`src/sra_pkg.sv`:
```
// ----------------------------------------------------------------------------
// sra_pkg : shared types and constants
// Item formats, table entry layout, sequencer states and the constant
// reciprocal used for the window mean.
// ----------------------------------------------------------------------------
`timescale 1ns / 1ps
`default_nettype none

package sra_pkg;

   localparam int MAX_SENSORS = 64;
   localparam int WINDOW      = 8;

   localparam int IDX_W   = (MAX_SENSORS > 1) ? $clog2(MAX_SENSORS) : 1;
   localparam int COUNT_W = $clog2(MAX_SENSORS + 1);
   localparam int WIN_LOG2 = $clog2(WINDOW);
   localparam int HEAD_W  = (WIN_LOG2 > 0) ? WIN_LOG2 : 1;
   localparam int WIN_DEPTH = MAX_SENSORS * WINDOW;
   localparam int WADDR_W = (WIN_DEPTH > 1) ? $clog2(WIN_DEPTH) : 1;

   // running sum of WINDOW signed 16-bit samples
   localparam int SUM_W = 16 + WIN_LOG2;

   // mean = floor((sum + BIAS) / WINDOW) - 2^15, biased value is never negative
   localparam int      BIAS_W     = 16 + WIN_LOG2;
   localparam longint  BIAS       = longint'(WINDOW) * 32768;
   localparam int      DIV_SHIFT  = BIAS_W + WIN_LOG2;
   localparam longint  RECIP      = ((longint'(1) << DIV_SHIFT) + WINDOW - 1) / WINDOW;
   localparam int      RECIP_W    = BIAS_W + 1;
   localparam int      PROD_W     = BIAS_W + RECIP_W;

   localparam logic [1:0]  CMD_REGISTER   = 2'd0;
   localparam logic [1:0]  CMD_SAMPLE     = 2'd1;
   localparam logic [15:0] NOT_FOUND_ROOM = 16'hFFFF;

   typedef enum logic [1:0] {
      ST_DONE       = 2'd0,
      ST_UNKNOWN    = 2'd1,
      ST_FULL       = 2'd2,
      ST_REGISTERED = 2'd3
   } status_type;

   typedef struct packed {
      logic [1:0]         cmd;
      logic [15:0]        sensor_key;
      logic [15:0]        room;
      logic signed [15:0] temperature;
      logic [31:0]        timestamp;
   } req_type;

   typedef struct packed {
      status_type         status;
      logic [15:0]        room_of_sensor;
      logic signed [15:0] average;
      logic [31:0]        last_update;
      logic [6:0]         sensor_count;
   } rsp_type;

   typedef struct packed {
      logic [15:0]              id;
      logic [15:0]              room;
      logic [31:0]              last_time;
      logic signed [15:0]       average;
      logic signed [SUM_W-1:0]  sum;
      logic [HEAD_W-1:0]        head;
      logic                     full;
   } entry_type;

   typedef struct packed {
      logic             we;
      logic [IDX_W-1:0] addr;
      entry_type        data;
   } ent_wr_type;

   typedef struct packed {
      logic             re;
      logic [IDX_W-1:0] addr;
   } ent_rd_type;

   typedef struct packed {
      logic               we;
      logic [WADDR_W-1:0] addr;
      logic signed [15:0] data;
   } win_wr_type;

   typedef struct packed {
      logic               re;
      logic [WADDR_W-1:0] addr;
   } win_rd_type;

   typedef enum logic [2:0] {
      S_IDLE,
      S_REG,
      S_SCAN,
      S_WIN,
      S_MUL,
      S_WB,
      S_RESP
   } state_type;

   function automatic logic [WADDR_W-1:0] win_addr(logic [IDX_W-1:0] e,
                                                   logic [HEAD_W-1:0] h);
      return WADDR_W'(WADDR_W'(e) * WINDOW + WADDR_W'(h));
   endfunction

endpackage

`default_nettype wire

```
`src/sra_ctrl.sv`:
```
// ----------------------------------------------------------------------------
// sra_ctrl : command sequencer and datapath
// Registers new entries, scans the entry RAM for the first matching id, updates
// the window and running sum for samples, forms the floor mean and holds the result item.
// ----------------------------------------------------------------------------
`timescale 1ns / 1ps
`default_nettype none

module sra_ctrl (
   input  wire logic                clock,
   input  wire logic                reset,
   input  wire logic                req_valid,
   output      logic                req_stall,
   input  wire sra_pkg::req_type    req_data,
   output      logic                rsp_valid,
   input  wire logic                rsp_stall,
   output      sra_pkg::rsp_type    rsp_data,
   output      sra_pkg::ent_wr_type ent_wr,
   output      sra_pkg::ent_rd_type ent_rd,
   input  wire sra_pkg::entry_type  ent_rdata,
   output      sra_pkg::win_wr_type win_wr,
   output      sra_pkg::win_rd_type win_rd,
   input  wire logic signed [15:0]  win_rdata
);

   import sra_pkg::*;

   state_type               state_ff, state_in;
   req_type                 item_ff, item_in;
   logic [COUNT_W-1:0]      count_ff, count_in;
   logic [IDX_W-1:0]        scan_ff, scan_in;
   entry_type               entry_ff, entry_in;
   logic signed [SUM_W-1:0] sum_ff, sum_in;
   logic [PROD_W-1:0]       prod_ff, prod_in;
   rsp_type                 res_ff, res_in;
   logic                    rsp_valid_ff, rsp_valid_in;
   rsp_type                 rsp_data_ff, rsp_data_in;

   logic                    id_match;
   logic                    scan_last;
   logic                    last_slot;
   logic [BIAS_W-1:0]       biased;
   logic signed [15:0]      avg_new;
   rsp_type                 res_unknown;

   always_ff @(posedge clock) begin
      if (reset) begin
         state_ff     <= S_IDLE;
         count_ff     <= '0;
         rsp_valid_ff <= 1'b0;
      end else begin
         state_ff     <= state_in;
         count_ff     <= count_in;
         rsp_valid_ff <= rsp_valid_in;
      end
      item_ff     <= item_in;
      scan_ff     <= scan_in;
      entry_ff    <= entry_in;
      sum_ff      <= sum_in;
      prod_ff     <= prod_in;
      res_ff      <= res_in;
      rsp_data_ff <= rsp_data_in;
   end

   assign id_match  = (ent_rdata.id == item_ff.sensor_key);
   assign scan_last = ((COUNT_W'(scan_ff) + COUNT_W'(1)) == count_ff);
   assign last_slot = (entry_ff.head == HEAD_W'(WINDOW - 1));
   assign biased    = BIAS_W'(sum_ff) + BIAS_W'(BIAS);
   // top bit flip removes the 2^15 bias
   assign avg_new   = prod_ff[DIV_SHIFT +: 16] ^ 16'h8000;

   always_comb begin
      res_unknown.status         = ST_UNKNOWN;
      res_unknown.room_of_sensor = NOT_FOUND_ROOM;
      res_unknown.average        = '0;
      res_unknown.last_update    = '0;
      res_unknown.sensor_count   = 7'(count_ff);
   end

   always_comb begin
      state_in     = state_ff;
      item_in      = item_ff;
      count_in     = count_ff;
      scan_in      = scan_ff;
      entry_in     = entry_ff;
      sum_in       = sum_ff;
      prod_in      = prod_ff;
      res_in       = res_ff;
      rsp_valid_in = rsp_valid_ff;
      rsp_data_in  = rsp_data_ff;
      req_stall    = 1'b1;
      ent_wr       = '0;
      ent_rd       = '0;
      win_wr       = '0;
      win_rd       = '0;

      if (rsp_valid_ff && !rsp_stall) begin
         rsp_valid_in = 1'b0;
      end

      case (state_ff)
         S_IDLE: begin
            req_stall = 1'b0;
            if (req_valid) begin
               item_in = req_data;
               if (req_data.cmd == CMD_REGISTER) begin
                  state_in = S_REG;
               end else if (count_ff == '0) begin
                  res_in   = res_unknown;
                  state_in = S_RESP;
               end else begin
                  ent_rd.re   = 1'b1;
                  ent_rd.addr = '0;
                  scan_in     = '0;
                  state_in    = S_SCAN;
               end
            end
         end

         S_REG: begin
            if (count_ff == COUNT_W'(MAX_SENSORS)) begin
               res_in        = res_unknown;
               res_in.status = ST_FULL;
            end else begin
               ent_wr.we             = 1'b1;
               ent_wr.addr           = IDX_W'(count_ff);
               ent_wr.data           = '0;
               ent_wr.data.id        = item_ff.sensor_key;
               ent_wr.data.room      = item_ff.room;
               count_in              = count_ff + COUNT_W'(1);
               res_in.status         = ST_REGISTERED;
               res_in.room_of_sensor = item_ff.room;
               res_in.average        = '0;
               res_in.last_update    = '0;
               res_in.sensor_count   = 7'(count_ff + COUNT_W'(1));
            end
            state_in = S_RESP;
         end

         S_SCAN: begin
            // read data belongs to entry scan_ff
            if (id_match) begin
               entry_in = ent_rdata;
               if (item_ff.cmd == CMD_SAMPLE) begin
                  win_rd.re   = 1'b1;
                  win_rd.addr = win_addr(scan_ff, ent_rdata.head);
                  state_in    = S_WIN;
               end else begin
                  res_in.status         = ST_DONE;
                  res_in.room_of_sensor = ent_rdata.room;
                  res_in.average        = ent_rdata.average;
                  res_in.last_update    = ent_rdata.last_time;
                  res_in.sensor_count   = 7'(count_ff);
                  state_in              = S_RESP;
               end
            end else if (scan_last) begin
               res_in   = res_unknown;
               state_in = S_RESP;
            end else begin
               scan_in     = scan_ff + IDX_W'(1);
               ent_rd.re   = 1'b1;
               ent_rd.addr = scan_ff + IDX_W'(1);
            end
         end

         S_WIN: begin
            // oldest slot counts as zero until the window has wrapped once
            sum_in = entry_ff.sum
                   - (entry_ff.full ? SUM_W'(win_rdata) : SUM_W'(0))
                   + SUM_W'(item_ff.temperature);
            win_wr.we   = 1'b1;
            win_wr.addr = win_addr(scan_ff, entry_ff.head);
            win_wr.data = item_ff.temperature;
            state_in    = S_MUL;
         end

         S_MUL: begin
            prod_in  = PROD_W'(biased) * PROD_W'(RECIP);
            state_in = S_WB;
         end

         S_WB: begin
            ent_wr.we             = 1'b1;
            ent_wr.addr           = scan_ff;
            ent_wr.data           = entry_ff;
            ent_wr.data.sum       = sum_ff;
            ent_wr.data.average   = avg_new;
            ent_wr.data.last_time = item_ff.timestamp;
            ent_wr.data.head      = last_slot ? '0 : entry_ff.head + HEAD_W'(1);
            ent_wr.data.full      = entry_ff.full | last_slot;
            res_in.status         = ST_DONE;
            res_in.room_of_sensor = entry_ff.room;
            res_in.average        = avg_new;
            res_in.last_update    = item_ff.timestamp;
            res_in.sensor_count   = 7'(count_ff);
            state_in              = S_RESP;
         end

         S_RESP: begin
            if (!rsp_valid_ff || !rsp_stall) begin
               rsp_valid_in = 1'b1;
               rsp_data_in  = res_ff;
               state_in     = S_IDLE;
            end
         end

         default: begin
            state_in = S_IDLE;
         end
      endcase
   end

   assign rsp_valid = rsp_valid_ff;
   assign rsp_data  = rsp_data_ff;

endmodule

`default_nettype wire

```
`config.mk`:
```
export PLATFORM = sky130hd
export DESIGN_NAME = sra_ctrl
export DESIGN_NICKNAME = d
export VERILOG_FILES = /design/src/sra_pkg.sv /design/src/sra_ctrl.sv
export SDC_FILE = /design/constraint.sdc
export NUM_CORES = 1
export LEC_CHECK = 0
export BUFFER_PORTS_ARGS = -buffer_cell sky130_fd_sc_hd__buf_4
export CAP_MARGIN = 10
export CORE_ASPECT_RATIO = 2
export CORE_MARGIN = 4
export CORE_UTILIZATION = 35
export CTS_BUF_LIST = sky130_fd_sc_hd__clkbuf_4
export CTS_CLUSTER_DIAMETER = 50
export DETAILED_ROUTE_END_ITERATION = 8
export PLACE_DENSITY = 0.64
export RECOVER_POWER = 100
export SLEW_MARGIN = 20
export SYNTH_ARGS = -nofsm -noshare
export SYNTH_HDL_FRONTEND = slang
export SYNTH_SLANG_ARGS = --single-unit
```
`constraint.sdc`:
```
create_clock -name clock -period 18.2 [get_ports clock]
set_input_delay 1.82 -clock clock [delete_from_list [all_inputs] [get_ports clock]]
set_output_delay 1.82 -clock clock [all_outputs]
set_load 0.01 [all_outputs]
```
==> impl_metrics.tcl <==
set metrics [dict create \
    status "finished with violations" \
    violations "capacitance limit, slew limit" \
    drtIter0Drc 402 \
    drt_pass1_iterations 6 \
    cpPeakStageDelay_ns 2.38 \
    die_y_um 295 \
    layout-drive-gt1-share_pct 21.1 \
    cts.sinks 335 \
    startpoint "ent_rdata[94]" \
    worstPathMaxFanout 60 \
    ios 433 \
    synth-edff-count 324 \
    fmax_ghz 0.100 \
    grtUsageTotal_pct 18.8 \
    layout_commonest_cell "edfxtp_1" \
    antenna_found_initial 6 \
    final_antenna_net_count 0 \
    gp_congestion 0.898 \
    die_x_um 151 \
    synthFlopType "edfxtp_1" \
    ir_worst_vdd_v 0.0000548 \
    drc 0 \
    dp_hpwl_um 31500 \
    met1_usage_pct 19.6 \
    cts_resized 0 \
    leakage_nw 7.57 \
    critPathLaunchType "input pin" \
    synth.avg_cell_area_sq_um 14.1 \
    ys_ff_latch 335 \
    syn2layout_area_growth_pct 27.1 \
    yosysTopAreaCellShare_pct 67.6 \
    period_needed_ns 9.95 \
    cp.required_ns 16.38 \
    cts_root_buf "clkbuf_4" \
    cts_buffer_depth 3 \
    worstReg2RegStart "state_ff[2]$_SDFFE_PP0P_" \
    synth_cell_types 59 \
    placed_area_sq_mm 0.0183 \
    finalSetupViolations 0 \
    layout_common_cells "edfxtp_1, clkbuf_1, clkbuf_4, inv_1, and3_1" \
    cts_buffers 81 \
    grt_use_met2_pct 33.9 \
    multiInputGateArea_sq_mm 0.00387 \
    wirelength_um 43700 \
    clock_latency_ns 0.74 \
    fillerInstances 3984 \
    synth_cells 1021 \
    regArea_sq_mm 0.00995 \
    netlist_area_sq_mm 0.0144 \
    synth_top_cell_by_area "edfxtp_1" \
    cts_tree "built" \
    rsz0062_at_grt "no" \
    grt_max_degree 87 \
    async_reset_ff_share_pct 0 \
    synth_area_leaders "edfxtp_1, and3_1, a21o_1, inv_1, fa_1" \
    worstSetupPathType "input pin to primary output" \
    die_area_sq_mm 0.0446 \
    htreeDepth 3 \
    final-hold-violation-count 0 \
    cpMaxStageDelayCell "clkbuf_1" \
    final_util_pct 45.2 \
    fin_skew_ns 0.0355 \
    first_global_vias 10800 \
    yosysSeqAreaShare_pct 69.1 \
    via_per_inst 4.89 \
    busiest_layer "met2" \
    wl_per_cell_um 20.9 \
    finalMaxSlewViolations 518 \
    endpoint_kind "primary output" \
    overflow 0 \
    grt_pass1_wl_um 62900 \
    relSlewSlack_pct -190 \
    clkTransAtPathRegs_ns 0.07 \
    fin_area_sq_mm 0.0183 \
    cts_setup_buffers 0 \
    maxCapViolCount 11 \
    cp_common_cell "clkbuf_1" \
    crit_arrival_ns 8.13 \
    vias 10200 \
    fin_crit_sh_pct 54.7 \
    core_sq_mm 0.0405 \
    tightest_slew_ns 4.35 \
    hp-class "flip-flop to flip-flop" \
    numPortBuffers 432 \
    grt_use_met3_pct 4.91 \
    worstPathCellList "clkbuf_1, xor2_1, nor4_1, nand4_1, nor2_4, clkbuf_1, clkbuf_1, and3_1, clkbuf_1" \
    initial_utilization_pct 35.6 \
    synth.yosys.warnings 0 \
    num_rows 104 \
    nets 1750 \
    total_power_mw 2.13 \
    cts_hold_buffers 0 \
    syn_nets 1270 \
    setup_tns_ns 0 \
    min-delay-start "res_ff[24]$_DFFE_PP_" \
    powerDensity_mw_per_mm2 117 \
]
## metrics by stage
stage,instances,worst slack [ns],hold slack [ns]
after CTS,2088,11.46,0.405
after floorplan,1021,10.30,0.400
after detailed placement,1948,11.49,0.405
after global routing,2092,7.69,0.407
after global placement,1948,11.58,0.400
final,2092,8.25,0.386
## report_power, final
| group | switching (mW) | internal (mW) | total, mW | leakage, nW |
|---|---|---|---|---|
| registers | 0.0536 | 1.03 | 1.08 | 3.07 |
| clock network | 0.300 | 0.337 | 0.637 | 0.630 |
| logic | 0.281 | 0.135 | 0.415 | 3.87 |
| total | 0.635 | 1.50 | 2.13 | 7.57 |
## registers in the layout, indices dropped and copies added, names as in the netlist
| register | count |
|---|---|
| item_ff | 82 |
| res_ff | 73 |
| rsp_data | 73 |
| entry_ff | 55 |
| sum_ff | 19 |
| prod_ff | 16 |
| count_ff | 7 |
| scan_ff | 6 |
| state_ff | 3 |
| rsp_valid | 1 |
## final timing paths
| kind | end | slack (ns) | depth (start not counted) |
|---|---|---|---|
| max reg2reg | res_ff[21]$_DFFE_PP_ | 10.59 | 6 |
| min reg2reg | rsp_data[24]$_DFFE_PP_ | 0.39 | 0 |
| max | win_rd[1] | 8.25 | 9 |
| min | rsp_data[24]$_DFFE_PP_ | 0.39 | 0 |
## cells by family (layout without fill, tap and decap cells)
| family | after synthesis | count (layout) | synth area share, % |
|---|---|---|---|
| other cells | 0 | 4 | 0 |
| mux | 7 | 7 | 0.487 |
| compound gates | 172 | 172 | 8.78 |
| buf+inv | 146 | 683 | 3.85 |
| simple gates | 272 | 272 | 10.3 |
| xor+xnor | 45 | 45 | 2.74 |
| fa+ha+maj | 44 | 44 | 4.76 |
| flops | 335 | 335 | 69.1 |
## metal layers
metal  vias up  part of all wire (%)
met5         -                 0.016
met4         2                   4.6
met3       121                   7.2
met2       441                    54
met1      4924                    35
li1       4736                     -
## area by class of cell
cell class,instances,share of cell area [%]
antenna,4,0.0547
clock buffer,116,4.76
clock inverter,24,1.03
inverter,98,2.01
multi-input combinational,540,21.2
sequential,335,54.4
tap,530,3.63
timing repair buffer,445,12.9
## worst max-delay path, delay by kind of cell
family | cells | cell delay, ns
buffers and inverters | 4 | 4.87
and+or+nand+nor | 4 | 1.24
xor gates and xnor gates | 1 | 0.18
## synth_stat cells (2+ instances only)
cell and count:
and2_1 26, nand2b_1 2, a21o_2 2, nand4_1 5, a21oi_1 29, mux2i_1 7, a31oi_1 4, or2_2 2
nor2_1 48, nand3b_1 2, xnor2_1 18, a221o_1 16, ha_1 26, and3_1 80, nand2_1 49, nor2b_1 10
or4_1 2, a21o_1 55, nand3_1 4, nor4_1 5, fa_1 18, buf_1 3, edfxtp_1 324, a22o_1 16
o21bai_1 3, buf_2 2, o21a_1 2, o31a_1 2, a211oi_1 2, o31ai_1 4, nor3b_1 6, o21ai_0 25
inv_1 98, nor4b_1 2, xor2_1 27, nor3_1 21, clkbuf_1 42, dfxtp_1 11
Power figures use the tool's default switching activity.
